### config.mk
export PLATFORM = sky130hd
export DESIGN_NAME = vso_red_cell
export DESIGN_NICKNAME = d
export VERILOG_FILES = /design/src/design/vso_pkg.sv /design/src/design/vso_red_cell.sv
export SDC_FILE = /design/constraint.sdc
export NUM_CORES = 1
export LEC_CHECK = 0
export BUFFER_PORTS_ARGS = -buffer_cell sky130_fd_sc_hd__buf_2
export CORE_MARGIN = 5
export CORE_UTILIZATION = 55
export DETAILED_ROUTE_END_ITERATION = 7
export GPL_TIMING_DRIVEN = 0
export PLACE_DENSITY = 0.81
export SYNTH_ARGS = -nofsm -noshare
export SYNTH_HDL_FRONTEND = slang
export SYNTH_SLANG_ARGS = --single-unit
### constraint.sdc
create_clock -name clk -period 1.9 [get_ports clk]
set_input_delay 0.57 -clock clk [delete_from_list [all_inputs] [get_ports clk]]
set_output_delay 0.57 -clock clk [all_outputs]
set_load 0.02 [all_outputs]
### src/design/vso_pkg.sv
// Shared types, constants and lookup functions for the vec3 sine oscillator.
`default_nettype none
package vso_pkg;

	localparam int NUM_W     = 57;  // |t| * 1024 magnitude
	localparam int DEN_W     = 21;  // |period| magnitude
	localparam int MOD_W     = 19;  // residue mod TWO_PI
	localparam int ARG_W     = 28;  // biased argument before reduction
	localparam int AX_W      = 17;  // folded angle, Q16
	localparam int X2_W      = 32;
	localparam int H_W       = 31;
	localparam int M_W       = 52;  // |amp| * |scale|
	localparam int PROD_W    = 43;
	localparam int RES_W     = 45;

	localparam int DIV_CELLS = NUM_W;
	localparam int RED_CELLS = 10;
	localparam int SIN_CELLS = 5;

	localparam logic [MOD_W-1:0] TWO_PI  = 19'd411775;
	localparam logic [MOD_W-1:0] PI_Q    = 19'd205887;
	localparam logic [MOD_W-1:0] HALF_PI = 19'd102944;
	localparam logic [ARG_W-1:0] PH_BIAS = 28'(163 * 411775);
	localparam logic [H_W-1:0]   ONE_Q30 = 31'h4000_0000;

	// exact floor(v / d) for v < 2^32 as (v * M) >> (32 + ceil(log2 d))
	localparam logic [32:0] SIN_M0 = 33'(((64'd1 << 39) + 64'd109) / 64'd110);
	localparam logic [32:0] SIN_M1 = 33'(((64'd1 << 39) + 64'd71) / 64'd72);
	localparam logic [32:0] SIN_M2 = 33'(((64'd1 << 38) + 64'd41) / 64'd42);
	localparam logic [32:0] SIN_M3 = 33'(((64'd1 << 37) + 64'd19) / 64'd20);
	localparam logic [32:0] SIN_M4 = 33'(((64'd1 << 35) + 64'd5) / 64'd6);

	localparam logic [1:0] COMP_NONE = 2'd3;

	typedef enum logic [2:0] {
		REG_SPEED,
		REG_OVERRIDE,
		REG_AMP_SCALE,
		REG_AMP,
		REG_PERIOD,
		REG_PHASE,
		REG_OFFSET
	} cfg_reg_t;

	typedef struct packed {
		logic       v;
		logic [1:0] comp;
		logic       inv;
		logic       pz;
		logic       neg;
	} side_t;

	function automatic logic signed [20:0] lane21(input logic [62:0] vec, input logic [1:0] c);
		logic signed [20:0] r;
		case (c)
			2'd0: r = vec[20:0];
			2'd1: r = vec[41:21];
			2'd2: r = vec[62:42];
			default: r = '0;
		endcase
		return r;
	endfunction

	function automatic logic [32:0] sin_mul(input logic [2:0] idx);
		logic [32:0] r;
		case (idx)
			3'd0: r = SIN_M0;
			3'd1: r = SIN_M1;
			3'd2: r = SIN_M2;
			3'd3: r = SIN_M3;
			default: r = SIN_M4;
		endcase
		return r;
	endfunction

	function automatic logic [5:0] sin_shift(input logic [2:0] idx);
		logic [5:0] r;
		case (idx)
			3'd0: r = 6'd39;
			3'd1: r = 6'd39;
			3'd2: r = 6'd38;
			3'd3: r = 6'd37;
			default: r = 6'd35;
		endcase
		return r;
	endfunction

endpackage
`default_nettype wire

### src/design/vso_red_cell.sv
// One modular reduction cell: subtracts 2*pi << kk when the argument reaches it.
`default_nettype none
module vso_red_cell (
	input  logic                      clk,
	input  logic                      arst_n,
	input  logic                      ce,
	input  logic [3:0]                kk,
	input  vso_pkg::side_t            side_i,
	input  logic [vso_pkg::ARG_W-1:0] a_i,
	output vso_pkg::side_t            side_o,
	output logic [vso_pkg::ARG_W-1:0] a_o
);

	logic [vso_pkg::ARG_W-1:0] sub;

	assign sub = vso_pkg::ARG_W'(vso_pkg::TWO_PI) << kk;

	always_ff @(posedge clk or negedge arst_n) begin
		if (!arst_n) begin
			side_o <= '0;
		end else if (ce) begin
			side_o <= side_i;
		end
	end

	always_ff @(posedge clk) begin
		if (ce) begin
			a_o <= (a_i >= sub) ? a_i - sub : a_i;
		end
	end

endmodule
`default_nettype wire

## Word level (Yosys, flattened, before mapping)

Index checks and enable logic that the tools add are counted.

- Shifts and indexed selects: 1
- Magnitude comparators: 1
- Add/sub/neg operators: 1
- Muxes and demuxes: 1

Operators by type and width:

| cell | count |
|---|---|
| $ge 28x28->1 | 1 |
| $mux 28 | 1 |
| $shl 19x4->28 const A | 1 |
| $sub 28x28->28 | 1 |

- Word-level logic and storage cells: 10
- Input bits: 41
- Output and inout port bits: 34
- Register bits after elaboration: 34

## Logic depth before layout (Yosys ltp)

- Depth after elaboration: 3
- Mapped depth: 16

## Worst setup path after synthesis

Ideal clock, no wire load.

- Path kind: input to register
- From: in kk[3]
- To: reg a_o[10] in the netlist's numbering, data pin
- Stages: 12
- Library setup time: 0.260 ns
- Arrival: 3.090 ns
- Data required time: 1.640 ns
- Slack: -1.450 ns
- Cells stage by stage: clkbuf_1 buf_1 o21ai_0 nand2_1 ha_1 buf_2 a21oi_1 o221ai_1 a21o_1 o31a_1 o31ai_4 mux2_2

- Cells in the longest elaborated chain, start to end: 3

Ends and longest elaborated chain:

| element | line | source |
|---|---|---|
| start: declaration | vso_red_cell.sv:7 | `input logic [3:0] kk,` |
| $shl 19x4->28 (*) | vso_red_cell.sv:16 | `assign sub = vso_pkg::ARG_W'(vso_pkg::TWO_PI) << kk;` |
| $sub 28x28->28 / $ge 28x28->1 (equally long branches) | vso_red_cell.sv:28 | `a_o <= (a_i >= sub) ? a_i - sub : a_i;` |
| $mux 28 (*) | vso_red_cell.sv:28 |  |
| end signal: assignment | vso_red_cell.sv:28 |  |
| end: declaration | vso_red_cell.sv:11 | `output logic [vso_pkg::ARG_W-1:0] a_o` |

Every way passes the cells marked *; elsewhere a longest branch is shown, timed or not.
A chain may end at the register's enable or synchronous reset.

## Final worst setup path

- From: in kk[1]
- To: reg a_o[25] in the netlist's numbering, data pin

Same word-level chain as after synthesis.

==> results.json <==
{
  "status": "finished with violations",
  "path_class": "in2reg",
  "setup_ws_ns": -1.31,
  "setup_viol": 28,
  "diodes": 0,
  "cp_max_fo": 10,
  "fin_crit_ns": 3.21,
  "slew_violations": 0,
  "hpwl_um": 7500,
  "ios": 75,
  "worstReg2RegStart": "side_o[5]",
  "dp_cells": 555,
  "total_power_mw": 3.65,
  "nets": 598,
  "clock-root-buffer": "clkbuf_8",
  "io_buffers": 74,
  "nFillCells": 337,
  "clkTransAtPathRegs_ns": 0.08,
  "ys_top_cells_by_area": "edfxtp_1 25%, ha_1 13%, a21oi_1 6.4%",
  "dr_total_vias": 3905,
  "die_h_um": 88.9,
  "startpoint": "kk[1]",
  "timing.reg2reg.setup_slack_ns": 1.13,
  "hold_buffers": 0,
  "ys_ff_latch": 34,
  "syn-num-nets": 483,
  "violations": "setup timing",
  "clock_latency_ns": 0.29,
  "antenna_found_initial": 0,
  "dr.first_iter.drc_count": 508,
  "dieWidth_um": 88.9,
  "finalCritPeriodShare_pct": 169,
  "synth_warnings": 0,
  "initial_core_util_pct": 57.1,
  "htreeDepth": 2,
  "core_area_mm2": 0.00599,
  "synth_cell_types": 54,
  "final_cell_mix": "74 x buf_2, 52 x nand2_1, 34 x buf_4, 28 x edfxtp_1, 25 x a21oi_1",
  "syn_inst": 406,
  "drc": 0,
  "cp-endpoint": "a_o[25]",
  "worstSetupStartpointType": "primary input",
  "synth_top_cell_by_area": "edfxtp_1",
  "antenna_left": 0,
  "reg2reg_depth": 1,
  "final_common_cell": "buf_2",
  "drt_wl_total_um": 12300,
  "die-area_mm2": 0.00790,
  "async_flop_share_pct": 17.6,
  "wl_per_cell_um": 20.7,
  "synthFlopType": "edfxtp_1",
  "required_ns": 1.92,
  "ys_seq_area_share_pct": 29.0,
  "leakage_nw": 2.15,
  "netlist.area_leader.share_pct": 24.6,
  "r2r-end": "side_o[5]",
  "grt_pass1_wl_um": 17700,
  "overflow": 0,
  "placementRows": 28,
  "fmax_mhz": 311,
  "cts_made_buffers": 5,
  "dp_slack_ns": -2.06,
  "cp.arrival_ns": 3.23,
  "stdcell_count": 597,
  "syn_area_mm2": 0.00342,
  "holdCritPathClass": "in2async",
  "hold_violations": 0,
  "vias_per_cell": 6.54,
  "clock_path_buffers": 2,
  "grtUsageTotal_pct": 29.2,
  "syn_to_final_growth_pct": 44.5,
  "cap_violations": 0,
  "cts_tree": "done",
  "finClkSkew_ns": 0,
  "drive_above_1_share_pct": 44.1,
  "cp-end-kind": "flip-flop",
  "grt_max_degree": 30,
  "gp_congestion": 0.964,
  "powerDensity_mw_per_mm2": 737,
  "worstMarginPinSlew_ns": 0.653,
  "vdd_ir_drop_max_mv": 0.489,
  "grt_pass1_vias": 3522,
  "synth_edf_count": 28,
  "max_slew_margin_pct": 56.5,
  "syn_avg_cell_area_um2": 8.43,
  "grt_setup_unrepaired": "true",
  "cts.sinks": 34,
  "firstDrtPassIters": 7
}
[what timing repair did]
item / CTS / global route
endpoints found under the setup margin: 28 / 28
buffers inserted: 29 / 6
gates resized for setup: 88 / 37
pin swaps: 30 / 18
cloned: 2 / 0
[stage by stage]
step	cell area [µm²]	hold slack (ns)	utilization [%]	setup TNS [ns]
floorplan	3540	0.274	-	-34.04
global placement	4010	0.393	66.9	-54.41
detailed placement	4010	0.401	66.9	-56.39
CTS	4780	0.0894	79.8	-31.84
global route	4950	0.0929	82.6	-37.06
finish	4950	0.0854	82.6	-34.92
[synthesized netlist by cell type (all sizes together), types with 5 or more instances]
cell type and count:
xor2 11, nand4 5, xnor2 9, edfxtp 28
buf 13, a21o 16, nor3 9, clkbuf 8
inv 16, nand2b 7, dfrtp 6, o31ai 7
nand2 54, a21oi 44, nor2 16, ha 35
o21ai 39, mux2 12, and3 7, o21a 6
[report_power, final]
part	total (mW)	internal, mW	switching [mW]
sequential	1.01	0.979	0.0272
combinational	2.06	0.888	1.17
clock	0.584	0.292	0.293
[critical path, stage by stage]
cell,delay [ns]
buf_12,0.09
clkinvlp_4,0.15
ha_2,0.24
a21o_1,0.24
ha_4,0.25
a21oi_2,0.19
o221ai_2,0.16
a21o_1,0.22
o31a_1,0.33
o31ai_4,0.30
buf_12,0.20
buf_8,0.15
o21ai_0,0.13
[cell families after synthesis]
logic type | share of synthesized area [%]
adder cells (fa/ha/maj) | 13.4
multiplexers | 4.24
AND/OR/NAND/NOR | 16.0
XOR/XNOR | 5.12
buffers and inverters | 4.79
AO/OA/AOI/OAI | 27.5
flip-flops | 29.0
[metal layers]
metal	GRT usage, %	up-vias	share of wire, %
li1	-	1735	-
met1	38.9	1796	38
met2	48.2	323	46
met3	3.72	51	12
met4	10.7	0	3.9
met5	0	-	0
[state kept, by name, summed over array words and instances, names as in the netlist]
signal  cells
a_o        28
side_o      6
[worst min path at each step]
stage,endpoint,cells past startpoint
after floorplan,side_o[0],0
after global placement,side_o[5],1
after detailed placement,side_o[3],1
after CTS,side_o[3],1
after global routing,side_o[3],1
final,side_o[3],1
[area by class of cell]
class | instances | area, µm² | area share (%)
well taps | 75 | 93.8 | 1.90
repair buffers | 111 | 752 | 15.2
inverters | 17 | 73.8 | 1.49
multi-input cells | 334 | 2730 | 55.1
clock buffers | 6 | 82.6 | 1.67
plain buffers | 18 | 215 | 4.35
flip-flops and latches | 34 | 991 | 20.0
clock inverters | 2 | 12.5 | 0.253
Power figures use the tool's default switching activity.
