===== src/design/vso_pkg.sv =====
// Shared types, constants and lookup functions for the vec3 sine oscillator.
`default_nettype none
package vso_pkg;

	localparam int NUM_W     = 57;  // |t| * 1024 magnitude
	localparam int DEN_W     = 21;  // |period| magnitude
	localparam int MOD_W     = 19;  // residue mod TWO_PI
	localparam int ARG_W     = 28;  // biased argument before reduction
	localparam int AX_W      = 17;  // folded angle, Q16
	localparam int X2_W      = 32;
	localparam int H_W       = 31;
	localparam int M_W       = 52;  // |amp| * |scale|
	localparam int PROD_W    = 43;
	localparam int RES_W     = 45;

	localparam int DIV_CELLS = NUM_W;
	localparam int RED_CELLS = 10;
	localparam int SIN_CELLS = 5;

	localparam logic [MOD_W-1:0] TWO_PI  = 19'd411775;
	localparam logic [MOD_W-1:0] PI_Q    = 19'd205887;
	localparam logic [MOD_W-1:0] HALF_PI = 19'd102944;
	localparam logic [ARG_W-1:0] PH_BIAS = 28'(163 * 411775);
	localparam logic [H_W-1:0]   ONE_Q30 = 31'h4000_0000;

	// exact floor(v / d) for v < 2^32 as (v * M) >> (32 + ceil(log2 d))
	localparam logic [32:0] SIN_M0 = 33'(((64'd1 << 39) + 64'd109) / 64'd110);
	localparam logic [32:0] SIN_M1 = 33'(((64'd1 << 39) + 64'd71) / 64'd72);
	localparam logic [32:0] SIN_M2 = 33'(((64'd1 << 38) + 64'd41) / 64'd42);
	localparam logic [32:0] SIN_M3 = 33'(((64'd1 << 37) + 64'd19) / 64'd20);
	localparam logic [32:0] SIN_M4 = 33'(((64'd1 << 35) + 64'd5) / 64'd6);

	localparam logic [1:0] COMP_NONE = 2'd3;

	typedef enum logic [2:0] {
		REG_SPEED,
		REG_OVERRIDE,
		REG_AMP_SCALE,
		REG_AMP,
		REG_PERIOD,
		REG_PHASE,
		REG_OFFSET
	} cfg_reg_t;

	typedef struct packed {
		logic       v;
		logic [1:0] comp;
		logic       inv;
		logic       pz;
		logic       neg;
	} side_t;

	function automatic logic signed [20:0] lane21(input logic [62:0] vec, input logic [1:0] c);
		logic signed [20:0] r;
		case (c)
			2'd0: r = vec[20:0];
			2'd1: r = vec[41:21];
			2'd2: r = vec[62:42];
			default: r = '0;
		endcase
		return r;
	endfunction

	function automatic logic [32:0] sin_mul(input logic [2:0] idx);
		logic [32:0] r;
		case (idx)
			3'd0: r = SIN_M0;
			3'd1: r = SIN_M1;
			3'd2: r = SIN_M2;
			3'd3: r = SIN_M3;
			default: r = SIN_M4;
		endcase
		return r;
	endfunction

	function automatic logic [5:0] sin_shift(input logic [2:0] idx);
		logic [5:0] r;
		case (idx)
			3'd0: r = 6'd39;
			3'd1: r = 6'd39;
			3'd2: r = 6'd38;
			3'd3: r = 6'd37;
			default: r = 6'd35;
		endcase
		return r;
	endfunction

endpackage
`default_nettype wire


===== src/design/vso_div_cell.sv =====
// One restoring-division cell: one quotient bit, folded into a running residue mod 2*pi.
`default_nettype none
module vso_div_cell (
	input  logic                        clk,
	input  logic                        arst_n,
	input  logic                        ce,
	input  vso_pkg::side_t              side_i,
	input  logic [vso_pkg::NUM_W-1:0]   num_i,
	input  logic [vso_pkg::DEN_W-1:0]   rem_i,
	input  logic [vso_pkg::DEN_W-1:0]   den_i,
	input  logic [vso_pkg::MOD_W-1:0]   mr_i,
	output vso_pkg::side_t              side_o,
	output logic [vso_pkg::NUM_W-1:0]   num_o,
	output logic [vso_pkg::DEN_W-1:0]   rem_o,
	output logic [vso_pkg::DEN_W-1:0]   den_o,
	output logic [vso_pkg::MOD_W-1:0]   mr_o
);

	logic [vso_pkg::DEN_W:0]   r2;
	logic                      ge;
	logic [vso_pkg::DEN_W-1:0] rem_n;
	logic [vso_pkg::MOD_W:0]   m2;
	logic [vso_pkg::MOD_W-1:0] mr_n;

	always_comb begin
		r2    = {rem_i, num_i[vso_pkg::NUM_W-1]};
		ge    = r2 >= {1'b0, den_i};
		rem_n = ge ? vso_pkg::DEN_W'(r2 - {1'b0, den_i}) : vso_pkg::DEN_W'(r2);
		m2    = {mr_i, ge};
		mr_n  = (m2 >= {1'b0, vso_pkg::TWO_PI}) ?
			vso_pkg::MOD_W'(m2 - {1'b0, vso_pkg::TWO_PI}) : vso_pkg::MOD_W'(m2);
	end

	always_ff @(posedge clk or negedge arst_n) begin
		if (!arst_n) begin
			side_o <= '0;
		end else if (ce) begin
			side_o <= side_i;
		end
	end

	always_ff @(posedge clk) begin
		if (ce) begin
			num_o <= {num_i[vso_pkg::NUM_W-2:0], 1'b0};
			rem_o <= rem_n;
			den_o <= den_i;
			mr_o  <= mr_n;
		end
	end

endmodule
`default_nettype wire


===== config.mk =====
export PLATFORM = sky130hd
export DESIGN_NAME = vso_div_cell
export DESIGN_NICKNAME = d
export VERILOG_FILES = /design/src/design/vso_pkg.sv /design/src/design/vso_div_cell.sv
export SDC_FILE = /design/constraint.sdc
export NUM_CORES = 1
export LEC_CHECK = 0
export ABC_AREA = 1
export BUFFER_PORTS_ARGS = -buffer_cell sky130_fd_sc_hd__buf_2
export CORE_UTILIZATION = 45
export CTS_BUF_LIST = sky130_fd_sc_hd__clkbuf_4
export DETAILED_ROUTE_END_ITERATION = 10
export HOLD_SLACK_MARGIN = 0.06
export PLACE_DENSITY = 0.79
export SYNTH_ARGS = -nofsm -noshare
export SYNTH_HDL_FRONTEND = slang
export SYNTH_SLANG_ARGS = --single-unit
export TNS_END_PERCENT = 5

===== constraint.sdc =====
create_clock -name clk -period 0.8 [get_ports clk]
set_input_delay 0.2 -clock clk [delete_from_list [all_inputs] [get_ports clk]]
set_output_delay 0.2 -clock clk [all_outputs]
set_load 0.02 [all_outputs]

# --- After elaboration in Yosys (flattened, before gate mapping) ---
# Index checks and enable logic that the tools add are counted.
totals:
  reg_bits: 123
  input_bits: 127
  output_inout_bits: 124
classes:
  addsub: 2
  order_cmp: 2
  mux: 2
op_table:
  columns: ["op", "n"]
  rows:
  - ["22-bit by 21-bit greater-or-equal comparator with 1-bit output", 1]
  - ["21-bit two-way mux", 1]
  - ["21-bit subtractor", 1]
  - ["20-bit by 19-bit greater-or-equal comparator with 1-bit output (second input constant)", 1]
  - ["19-bit two-way mux", 1]
  - ["19-bit subtractor (second input constant)", 1]

# --- Logic depth before layout (Yosys ltp) ---
logic_depth:
  depth_word: 3
  mapped_depth: 22

# --- Least setup slack after synthesis ---
# No wires, ideal clock.
synth_path:
  path_kind: "input-to-reg"
  startpoint: "input port num_i[56] in the netlist's numbering"
  endpoint: "register mr_o[1] in the netlist's numbering, data pin"
  setup_ps: 260
  arrival_time_ps: 2574
  required_time_ps: 540
  setup_slack_ps: -2034
  cell_stages: 17
  path_buffers: 1
  cell_sequence: "inv_1 ha_1 fa_1 inv_1 nand2_1 nand3_2 nand2_2 nand2_4 nand2_4 nand2_8 buf_6 ha_1 nand2_1 nor2_1 nand3_2 nand3_4 mux2_2"
synth_via:
  elab_chain_cells: 3
  elab_cells_between_ends: 4
  cone_classes: "1 x add/sub; 2 x order compare; 1 x mux"
synth_rtl:
  columns: ["element", "line_no", "text"]
  rows:
  - ["from (decl)", "vso_div_cell.sv:8", "input logic [vso_pkg::NUM_W-1:0] num_i,"]
  - ["22-bit by 21-bit greater-or-equal comparator with 1-bit output (*)", "vso_div_cell.sv:27", "ge = r2 >= {1'b0, den_i};"]
  - ["19-bit subtractor or 20-bit by 19-bit greater-or-equal comparator with 1-bit output (tied branches)", "vso_div_cell.sv:31, vso_div_cell.sv:30", null]
  - ["19-bit two-way mux (*)", "vso_div_cell.sv:30", "mr_n = (m2 >= {1'b0, vso_pkg::TWO_PI}) ?"]
  - ["named net mr_n, one bit", "vso_div_cell.sv:23", "logic [vso_pkg::MOD_W-1:0] mr_n;"]
  - ["to (signal assigned)", "vso_div_cell.sv:47", "mr_o <= mr_n;"]
  - ["to (decl)", "vso_div_cell.sv:16", "output logic [vso_pkg::MOD_W-1:0] mr_o"]
# The timed path passes the listed nets; every way through them passes the cells marked *.
# A chain may end at the register's enable or synchronous reset.

# --- Final worst setup path ---
layout_path:
  startpoint: "input port den_i[4] in the netlist's numbering"
  endpoint: "register mr_o[1] in the netlist's numbering, data pin"
layout_via:
  elab_chain_cells: 3
  elab_cells_between_ends: 4
  cone_classes: "1 x add/sub; 2 x order compare; 1 x mux"
layout_rtl:
  columns: ["element", "line_no", "text"]
  rows:
  - ["from (decl)", "vso_div_cell.sv:10", "input logic [vso_pkg::DEN_W-1:0] den_i,"]
  - ["22-bit by 21-bit greater-or-equal comparator with 1-bit output (*)", "vso_div_cell.sv:27", null]
  - ["19-bit subtractor or 20-bit by 19-bit greater-or-equal comparator with 1-bit output (tied branches)", "vso_div_cell.sv:31, vso_div_cell.sv:30", null]
  - ["19-bit two-way mux (*)", "vso_div_cell.sv:30", null]
  - ["named net mr_n, one bit", "vso_div_cell.sv:23", null]
# Marks and branches as above.

==> results.txt <==
Number of global-route vias before repair = 6654
Clk sinks = 123
EDFF count, synth = 117
Placed cells = 1088
Crit share post-route = 272%
Final setup vio count = 164
Fin crit period = 2.18 ns
Root buffer selected by CTS = clkbuf_4
Top-count cell post-synth = edfxtp_1
DR WL/cell = 20.2 um
FILL cells = 658
Average cell area after synthesis = 11.2 um2
Critical path startpoint category = input pin
Max Cap Violations = 0
Failing checks = negative setup slack
Worst Path Arrival = 2.50 ns
Crit Path Max Fanout = 7
First-pass detailed-route iteration total = 5
Final Max Tran Viols = 0
Post-DRT Antenna Nets = 0
Initial Utilization = 47.0%
Crit Path Category = input pin to register
Area leader, netlist = edfxtp_1
Clock Path Buffers = 2
Area of the multi-input gates = 0.00261 mm2
Lkg Pwr = 4.99 nW
Non-Filler Instances = 1264
Area contributors post-synth = edfxtp_1 58%, nand2_1 6.5%, ha_1 4.6%, inv_1 3.8%, dfrtp_1 2.5%
Num CTS Buffers = 17
Grt ovf = 0
Die W = 118 um
RD Place Congestion = 0.872
Total Routed Length = 25.5 mm
Syn nets = 690
# DRC = 0
Cells after synthesis = 540
Final Cell Area = 0.0109 mm2
Num rows = 41
Synth-to-Final Area Change = 80.4%
Sequential share of the synthesized area = 60.8%
Outcome = finished with violations
Worst Slack Setup Final = -1.38 ns
Worst-path clk slew = 0.11 ns
Synth unique cells = 47
CTS tree = built
Syn. warnings = 0
Final hold violation count = 0
Die area = 0.0139 mm2
Sequential cell area = 0.00366 mm2
Post-DP HPWL = 13.4 mm
H-tree levels = 4
Largest net degree at the start of global routing = 45
Overall routing resource usage = 32.8%
Height of the die = 118 um
Main flop type after synthesis = edfxtp_1
Skew final = 0 ns
Total core area = 0.0128 mm2
CP endpoint kind = register
Post-synth top cells = 117 x edfxtp_1, 104 x nand2_1, 61 x inv_1
Async set-or-reset flop fraction in the synthesized netlist = 4.88%
Dpl cell area = 0.00854 mm2
Final net count = 1227
Worst endpoint required time = 1.12 ns
Final core occ = 84.8%
IO Pins = 251
Antenna violations before repair = 3
Via/cell ratio = 5.36
First-pass GRT wire length = 34.7 mm
Number of port buffers = 249
Clk Latency, worst-skew pair = 0.56 ns
Min-delay worst type = input pin to register
F_max = 459 MHz
VDD IR max = 0.00100 V
PD cells = 1750 mW/mm2
Cell Area, Synth = 0.00603 mm2
RSZ-0062 raised after global routing = true
Yosys top cell area share = 58.3%
1st-iter DRT viols = 691
Share of cells above drive strength 1 = 53.0%
Via Count = 6769
#FFs+latches synth = 123
power by group:
| group | internal, W | leakage (nW) | switching (W) |
|---|---|---|---|
| clock network | 0.00248 | 0.169 | 0.00265 |
| registers | 0.00778 | 1.21 | 0.000201 |
| logic | 0.00267 | 3.61 | 0.00329 |
cell type report:
| type | instances | area share [%] |
|---|---|---|
| inverter | 71 | 2.75 |
| multi-input combinational | 340 | 24.0 |
| timing repair buffer | 524 | 34.5 |
| antenna | 2 | 0.0460 |
| clock inverter | 15 | 1.81 |
| tap | 172 | 1.98 |
| sequential | 123 | 33.7 |
| clock buffer | 17 | 1.17 |
per-stage QoR:
stage | total power (W) | setup TNS (ns) | worst slack (ns) | hold slack [ns]
6_report | 0.0191 | -109.41 | -1.38 | 0.0392
5_1_grt | 0.0197 | -118.01 | -1.51 | 0.0516
4_1_cts | 0.0181 | -101.06 | -1.10 | -0.211
3_5_place_dp | 0.0124 | -85.42 | -1.89 | 0.0293
3_3_place_gp | 0.0123 | -82.47 | -1.85 | 0.0295
2_1_floorplan | 0.0103 | -52.18 | -1.76 | -0.0956
cells by family after synthesis:
logic type | share of synthesized area (%)
compound gates | 6.39
xor+xnor | 3.20
fa+ha+maj | 4.90
buf+inv | 5.52
flops | 60.8
mux | 1.31
other cells | 0.0622
simple gates | 17.8
worst max-delay path, cell delays in order:
cell	delay, ns
buf_2	0.09
inv_1	0.13
ha_4	0.36
nand2_8	0.08
nor2_4	0.11
nand2_2	0.08
nand3_2	0.08
nand2_2	0.07
nand2_4	0.08
nand2_4	0.07
nand2_8	0.07
ha_4	0.15
nand2_4	0.05
nor2_4	0.17
nand3_4	0.11
nand3_4	0.17
buf_6	0.12
mux2_4	0.29
state kept, by name, summed over array words and instances (netlist names):
| register | count |
|---|---|
| num_o | 56 |
| den_o | 21 |
| rem_o | 21 |
| mr_o | 19 |
| side_o | 6 |
layer usage:
layer	wire length (um)	part of all wire (%)	track usage, %
met5	13	0.051	0
met4	1730	6.8	19.6
met3	2300	9.0	7.41
met2	12700	50	59.0
met1	8730	34	35.0
repair_timing:
action,CTS,global route
setup endpoints to repair,163,171
cloned,1,0
hold endpoints to repair,115,2
hold buffers,109,1
setup buffers,14,18
gates resized for setup,54,90
pin swaps,25,40
worst paths after layout:
| check | depth (start not counted) | slack, ns | from | end |
|---|---|---|---|---|
| worst min register to register | 1 | 0.53 | side_o[4] | side_o[4] |
| worst min-delay path | 4 | 0.04 | mr_i[2] | mr_o[3] |
| worst max-delay path | 18 | -1.38 | den_i[4] | mr_o[1] |
| max in group asynchronous | 3 | 0.56 | arst_n | side_o[3] |
| min in group asynchronous | 3 | 0.08 | arst_n | side_o[0] |
| worst max register to register | 1 | 0 | side_o[3] | side_o[3] |
cell usage in the layout (no fill, tap or decap), types with 4 or more instances in the layout:
cell type and instances:
inv_6 4, xnor2_1 7, nand3_4 4, inv_4 5
o21ai_1 20, buf_6 13, a31oi_1 6, nor3_1 8
nor2_4 9, clkbuf_4 18, buf_4 159, inv_2 19
a21oi_1 13, nand3_1 26, nand3_2 4, ha_4 20
nand2_1 87, buf_2 234, o21bai_1 4, a21oi_2 8
o21ai_2 4, mux2_2 5, nor2_2 5, nand4_1 6
bufinv_16 4, buf_12 5, edfxtp_1 117, nand2_2 18
nand2_4 10, nor2_1 28, dlygate4sd3_1 109, xor2_1 14
dfrtp_1 6, inv_1 44
No activity file was read; power rests on OpenSTA's default activity.
