===== config.mk =====
export PLATFORM = sky130hd
export DESIGN_NAME = vso_sine_cell
export DESIGN_NICKNAME = d
export VERILOG_FILES = /design/src/design/vso_pkg.sv /design/src/design/vso_sine_cell.sv
export SDC_FILE = /design/constraint.sdc
export NUM_CORES = 2
export LEC_CHECK = 0
export ABC_AREA = 1
export BUFFER_PORTS_ARGS = -buffer_cell sky130_fd_sc_hd__buf_2
export CORE_MARGIN = 10
export CORE_UTILIZATION = 49
export DETAILED_ROUTE_END_ITERATION = 8
export HOLD_SLACK_MARGIN = 0.12
export PLACE_DENSITY = 0.68
export SLEW_MARGIN = 5
export SYNTH_ARGS = -nofsm -noshare
export SYNTH_HDL_FRONTEND = slang
export SYNTH_SLANG_ARGS = --single-unit

===== constraint.sdc =====
create_clock -name clk -period 10.5 [get_ports clk]
set_input_delay 1.05 -clock clk [delete_from_list [all_inputs] [get_ports clk]]
set_output_delay 1.05 -clock clk [all_outputs]
set_load 0.02 [all_outputs]

===== src/design/vso_pkg.sv =====
// Shared types, constants and lookup functions for the vec3 sine oscillator.
`default_nettype none
package vso_pkg;

	localparam int NUM_W     = 57;  // |t| * 1024 magnitude
	localparam int DEN_W     = 21;  // |period| magnitude
	localparam int MOD_W     = 19;  // residue mod TWO_PI
	localparam int ARG_W     = 28;  // biased argument before reduction
	localparam int AX_W      = 17;  // folded angle, Q16
	localparam int X2_W      = 32;
	localparam int H_W       = 31;
	localparam int M_W       = 52;  // |amp| * |scale|
	localparam int PROD_W    = 43;
	localparam int RES_W     = 45;

	localparam int DIV_CELLS = NUM_W;
	localparam int RED_CELLS = 10;
	localparam int SIN_CELLS = 5;

	localparam logic [MOD_W-1:0] TWO_PI  = 19'd411775;
	localparam logic [MOD_W-1:0] PI_Q    = 19'd205887;
	localparam logic [MOD_W-1:0] HALF_PI = 19'd102944;
	localparam logic [ARG_W-1:0] PH_BIAS = 28'(163 * 411775);
	localparam logic [H_W-1:0]   ONE_Q30 = 31'h4000_0000;

	// exact floor(v / d) for v < 2^32 as (v * M) >> (32 + ceil(log2 d))
	localparam logic [32:0] SIN_M0 = 33'(((64'd1 << 39) + 64'd109) / 64'd110);
	localparam logic [32:0] SIN_M1 = 33'(((64'd1 << 39) + 64'd71) / 64'd72);
	localparam logic [32:0] SIN_M2 = 33'(((64'd1 << 38) + 64'd41) / 64'd42);
	localparam logic [32:0] SIN_M3 = 33'(((64'd1 << 37) + 64'd19) / 64'd20);
	localparam logic [32:0] SIN_M4 = 33'(((64'd1 << 35) + 64'd5) / 64'd6);

	localparam logic [1:0] COMP_NONE = 2'd3;

	typedef enum logic [2:0] {
		REG_SPEED,
		REG_OVERRIDE,
		REG_AMP_SCALE,
		REG_AMP,
		REG_PERIOD,
		REG_PHASE,
		REG_OFFSET
	} cfg_reg_t;

	typedef struct packed {
		logic       v;
		logic [1:0] comp;
		logic       inv;
		logic       pz;
		logic       neg;
	} side_t;

	function automatic logic signed [20:0] lane21(input logic [62:0] vec, input logic [1:0] c);
		logic signed [20:0] r;
		case (c)
			2'd0: r = vec[20:0];
			2'd1: r = vec[41:21];
			2'd2: r = vec[62:42];
			default: r = '0;
		endcase
		return r;
	endfunction

	function automatic logic [32:0] sin_mul(input logic [2:0] idx);
		logic [32:0] r;
		case (idx)
			3'd0: r = SIN_M0;
			3'd1: r = SIN_M1;
			3'd2: r = SIN_M2;
			3'd3: r = SIN_M3;
			default: r = SIN_M4;
		endcase
		return r;
	endfunction

	function automatic logic [5:0] sin_shift(input logic [2:0] idx);
		logic [5:0] r;
		case (idx)
			3'd0: r = 6'd39;
			3'd1: r = 6'd39;
			3'd2: r = 6'd38;
			3'd3: r = 6'd37;
			default: r = 6'd35;
		endcase
		return r;
	endfunction

endpackage
`default_nettype wire


===== src/design/vso_sine_cell.sv =====
// One Horner step of the sine polynomial: h = 1 - (x2 * h) / d, two stages.
`default_nettype none
module vso_sine_cell (
	input  logic                      clk,
	input  logic                      arst_n,
	input  logic                      ce,
	input  logic [2:0]                idx,
	input  vso_pkg::side_t            side_i,
	input  logic [vso_pkg::AX_W-1:0]  ax_i,
	input  logic [vso_pkg::X2_W-1:0]  x2_i,
	input  logic [vso_pkg::H_W-1:0]   h_i,
	output vso_pkg::side_t            side_o,
	output logic [vso_pkg::AX_W-1:0]  ax_o,
	output logic [vso_pkg::X2_W-1:0]  x2_o,
	output logic [vso_pkg::H_W-1:0]   h_o
);

	vso_pkg::side_t             side_s1;
	logic [vso_pkg::AX_W-1:0]   ax_s1;
	logic [vso_pkg::X2_W-1:0]   x2_s1;
	logic [vso_pkg::X2_W-1:0]   v_s1;
	logic [62:0]                p;
	logic [64:0]                qp;
	logic [31:0]                q;

	assign p  = 63'(x2_i) * 63'(h_i);
	assign qp = 65'(v_s1) * 65'(vso_pkg::sin_mul(idx));
	assign q  = 32'(qp >> vso_pkg::sin_shift(idx));

	always_ff @(posedge clk or negedge arst_n) begin
		if (!arst_n) begin
			side_s1 <= '0;
			side_o  <= '0;
		end else if (ce) begin
			side_s1 <= side_i;
			side_o  <= side_s1;
		end
	end

	always_ff @(posedge clk) begin
		if (ce) begin
			ax_s1 <= ax_i;
			x2_s1 <= x2_i;
			v_s1  <= p[61:30];
			ax_o  <= ax_s1;
			x2_o  <= x2_s1;
			h_o   <= vso_pkg::ONE_Q30 - vso_pkg::H_W'(q);
		end
	end

endmodule
`default_nettype wire


# After elaboration in Yosys (flattened, before gate mapping)

Cells that the tools add are included.

Add/subtract/negate cells: 1
$mul: 2
Eq/ne operators: 3
Shift operators: 1
Multiplexer cells: 2
Reduce and logical (&&, ||, !) cells: 2

Operators with widths:

| kind                     | number |
|---|---|
| $pmux W32 S4             | 1 |
| $mul A32 B33 Y65         | 1 |
| $shr A65 B6 Y31          | 1 |
| $mul A32 B31 Y62         | 1 |
| $sub A31 B31 Y31 const A | 1 |
| $pmux W3 S3              | 1 |
| $eq A3 B2 Y1 const B     | 2 |
| $eq A3 B1 Y1 const B     | 1 |
| $logic_not A3 Y1         | 1 |
| $reduce_or A2 Y1         | 1 |

Bits in registers: 173
Input bits: 92
Output and inout bits: 86
Logic and storage cells: 27

# Depth between registers and ports, before layout

Depth in word-level cells: 5
Mapped depth: 55
Depth with buffers taken out: 50

# Least setup slack after synthesis

OpenSTA, ideal clock, no wires.

Kind: input to register
Start point: in idx[2]
End point: reg h_o[24] (netlist name), data pin
Setup time: 256 ps
Arrival time: 9,443 ps
Required time: 10,244 ps
Setup slack: 801 ps
Stages on the path: 45
Buffers on the path: 6
Cell sequence: buf_4 inv_4 nand2_4 nor2_1 buf_2 buf_1 buf_2 clkbuf_1 nor2_1 inv_1 buf_2 nor2_1 fa_1 inv_1 fa_1 fa_1 inv_1 fa_1 (+9 left out) nand2_1 nor2_1 nand4_1 nand3_1 nand2_1 nand2_1 nand4_1 nand3_1 nand2_1 inv_2 ha_1 nand3_2 nor2_4 nand2_4 nor2_4 nand3_2 o21bai_1 nand2_1

Cells in the longest elaborated chain, start to end: 5
Elaborated cells on any way between the ends: 10

Ends and longest elaborated chain:

| what                                                    | RTL line                           | source |
|---|---|---|
| from (decl)                                             | vso_sine_cell.sv:7                 | `input logic [2:0] idx,` |
| $eq A3 B2 Y1 (tied with other cells)                    | vso_pkg.sv:66, vso_pkg.sv:78       |  |
| $pmux W32 S4 / $reduce_or A2 Y1 (equally long branches) | --                                 |  |
| $mul A32 B33 Y65 / $pmux W3 S3 (equally long branches)  | vso_sine_cell.sv:27, vso_pkg.sv:78 |  |
| $shr A65 B6 Y31 (*)                                     | vso_sine_cell.sv:28                | `assign q = 32'(qp >> vso_pkg::sin_shift(idx));` |
| named net q[0]                                          | vso_sine_cell.sv:24                | `logic [31:0] q;` |
| $sub A31 B31 Y31 (*)                                    | vso_sine_cell.sv:47                | `h_o <= vso_pkg::ONE_Q30 - vso_pkg::H_W'(q);` |
| to (signal assigned)                                    | vso_sine_cell.sv:47                |  |
| to (decl)                                               | vso_sine_cell.sv:15                | `output logic [vso_pkg::H_W-1:0] h_o` |

The timed path passes the listed nets; every way through them passes the cells marked *.
A chain may end at the register's enable or synchronous reset.

# Worst setup path after layout

Start point: in idx[1]
End point: reg h_o[27] (netlist name), data pin

Cells in the longest elaborated chain, start to end: 5
Elaborated cells on any way between the ends: 10

Ends and longest elaborated chain:

| what                                                    | RTL line |
|---|---|
| $eq A3 B2 Y1 (tied with other cells)                    | vso_pkg.sv:66, vso_pkg.sv:78 |
| $pmux W32 S4 / $reduce_or A2 Y1 (equally long branches) | -- |
| $mul A32 B33 Y65 / $pmux W3 S3 (equally long branches)  | vso_sine_cell.sv:27, vso_pkg.sv:78 |
| $shr A65 B6 Y31 (*)                                     | vso_sine_cell.sv:28 |
| $sub A31 B31 Y31 (*)                                    | vso_sine_cell.sv:47 |

Every way passes the cells marked *; elsewhere a longest branch is shown, timed or not.

==> metrics.md <==
| Metric | Value |
|---|---|
| Outcome | `completed` |
| DR vias | `56743` |
| Main flop type after synthesis | `edfxtp_1` |
| P&R area growth vs syn | `7.55%` |
| # rows | `~140` |
| Number of synthesized flops with an enable pin | `about 160` |
| Maximum root-to-sink buffer count | `2` |
| Share of layout cells above drive strength 1 | `approximately 7%` |
| Placed cell area | `between 70000 and 80000 µm²` |
| Cell Area, Synth | `about 71000 µm²` |
| CTS Buf Count | `17` |
| Gr ovfl total | `0` |
| All-layer global routing usage | `about a third` |
| Syn nets | `between 10000 and 15000` |
| # H-tree levels | `4` |
| Cell Count, Final, Fillers Out | `10646` |
| YS warnings | `0` |
| Cell with the most instances after synthesis | `inv_1` |
| Final instance area | `~76000 µm²` |
| Largest net degree at the start of global routing | `~100` |
| Seq/Total Area, Yosys | `7.23%` |
| Cell repeated most along the worst path | `nand2_1` |
| Wirelength per Cell | `23.3 µm` |
| Most instantiated cells after synthesis | `2512 x inv_1, 1856 x nand2_1, 1715 x fa_1, 593 x nor2_1, 573 x ha_1` |
| Chip Width | `between 400 and 500 µm` |
| Worst Tran Pin Value | `1.03 ns` |
| Resize count post-CTS | `0` |
| Setup TNS | `0 ns` |
| Setup Buffers After CTS | `0` |
| Initial antenna violation count | `6` |
| Starting density of the core | `49.4%` |
| Slew headroom | `a little under a third` |
| Via density | `5.33` |
| Hold Path Class | `in2async` |
| CTS Hold Bufs | `0` |
| Yosys top cell area share | `around half` |
| CTS clk-pin slew, worst paths | `0.07 ns` |
| DR iter-0 viols | `between 4000 and 5000` |
| CTS tree | `built` |
| Setup CP Type | `in2reg` |
| First-pass GRT wire length | `381000 µm` |
| F_max | `102 MHz` |
| Worst setup SP type | `input pin` |
| Filler instances | `approximately 14000` |
| Core area | `roughly 140000 µm²` |
| Max Cap Viol | `0` |
| Mapped Avg Cell Area | `between 8 and 9 µm²` |
| Hold Vio Cnt, Final | `0` |
| Slowest stage delay, CP | `between 0.6 and 0.7 ns` |
| Yosys cell types | `53` |
| CTS root buf | `clkbuf_16` |
| Final #Nets | `roughly 11000` |
| Area of the die | `between 150000 and 200000 µm²` |
| Number of global-route vias before repair | `approximately 63000` |
| # DRC | `0` |
| Slew Limit Fails | `0` |
| Crit path capture type | `flip-flop` |
| # setup viols final | `0` |
| GP Congestion | `roughly 1.0` |
| #FFs+latches synth | `roughly 170` |
| Min Clock Period, post-route | `9.83 ns` |
| WL final | `~250000 µm` |
| Area leader, netlist | `fa_1` |
| Most area-consuming cells after synthesis | `fa_1 48%, inv_1 13%, ha_1 10%` |
| Final Cycle Share | `between 90% and 100%` |
| Die Y | `between 400 and 500 µm` |
| DR pass1 iterations | `6` |
| CP max FO | `19` |
| Arrival @ worst endpoint | `a little over 10 ns` |
| Post-route ant nets | `0` |
| CP required | `about 11 ns` |
| I/O Pins | `178` |
| Async set-reset flop share out of synthesis | `6.94%` |
| Clk Latency, worst-skew pair | `between 0.5 and 0.6 ns` |
| Placed cells | `10611` |
| I/O Buffers | `approximately 180` |
| Syn Inst Count | `8505` |
| Clock sinks | `approximately 170` |
| Clock skew | `~0.028 ns` |
| Fin util | `between 50% and 60%` |
| Final HPWL DP | `212000 µm` |
| CP max stage cell | `fa_1` |
| RSZ-0062 raised after global routing | `no` |
==> layer usage <==
metal,up-vias,wire [µm],track usage (%)
met5,-,28,0
met1,28692,92200,37.7
met4,6,17100,17.6
met3,676,18200,4.84
li1,24725,-,-
met2,2644,120000,53.8
==> logic make-up after synthesis <==
logic type | Yosys count | synth area share, %
AOI/OAI and AO/OA | 324 | 2.61
xor gates and xnor gates | 65 | 0.801
adders and majority gates | 2288 | 58.4
buffers and inverters | 2842 | 15.1
DFF | 173 | 7.23
and+or+nand+nor | 2813 | 15.9
==> sequential cells by signal, indices dropped and copies added, names as in the netlist <==
name and cells:
x2_s1 32, x2_o 32, v_s1 32, ax_o 17, ax_s1 17, side_o 6
h_o 31, side_s1 6
==> per-stage QoR <==
step	setup slack, ns	hold WS [ns]
global route	0.186	0.394
detailed placement	0.286	0.405
finish	0.669	0.391
CTS	0.822	0.369
global placement	0.279	0.401
floorplan	0.801	0.400
==> cell type report <==
type                            count  area, µm²  share of cell area, %
Antenna cell                        3       7.51                0.00983
Clock buffer                       20        467                  0.611
Clock inverter                     12        146                  0.192
Inverter                         2544       9550                   12.5
Multi-Input combinational cell   5490      55200                   72.3
Sequential cell                   173       5130                   6.72
Tap cell                         1903       2380                   3.12
Timing Repair Buffer              501       3490                   4.57
==> path summary, 6_finish.rpt <==
check | start | to | slack, ns | cells past startpoint
worst min-delay path | arst_n | side_o[0] | 0.39 | 1
max in group asynchronous | arst_n | side_o[4] | 9.89 | 1
worst max-delay path | idx[1] | h_o[27] | 0.67 | 45
worst min register to register | x2_s1[1] | x2_o[1] | 0.40 | 0
worst max register to register | v_s1[7] | h_o[28] | 1.10 | 41
min in group clk | x2_s1[1] | x2_o[1] | 0.40 | 0
==> worst max-delay path: cells and delay by family <==
| family | cells | cell delay, ns |
|---|---|---|
| adders and majority gates | 9 | 4.39 |
| and+or+nand+nor | 23 | 2.99 |
| buffers and inverters | 12 | 1.62 |
| AOI/OAI and AO/OA | 1 | 0.05 |
==> placed cells by master, fill, tap and decap left out, drive strengths merged, types with 3 or more instances in the layout <==
cell    netlist  final
a21o          7      7
a21oi       164    164
a221oi        3      3
a31oi        23     23
and2          5      5
and3          4      4
buf          39    500
clkbuf      259     21
clkinv       14     16
dfrtp        12     12
diode         0      3
edfxtp      161    161
fa         1715   1715
ha          573    573
inv        2530   2536
nand2      1881   1881
nand3       249    249
nand4        28     28
nor2        616    616
nor3         22     22
nor4          4      4
o21a         13     13
o21ai        68     68
o21bai       22     22
o221a         3      3
o221ai        3      3
o31ai         7      7
xnor2        24     24
xor2         41     41
Power is not shown: default switching activity piles up to over one toggle a cycle in this logic, so the estimate is an artifact.
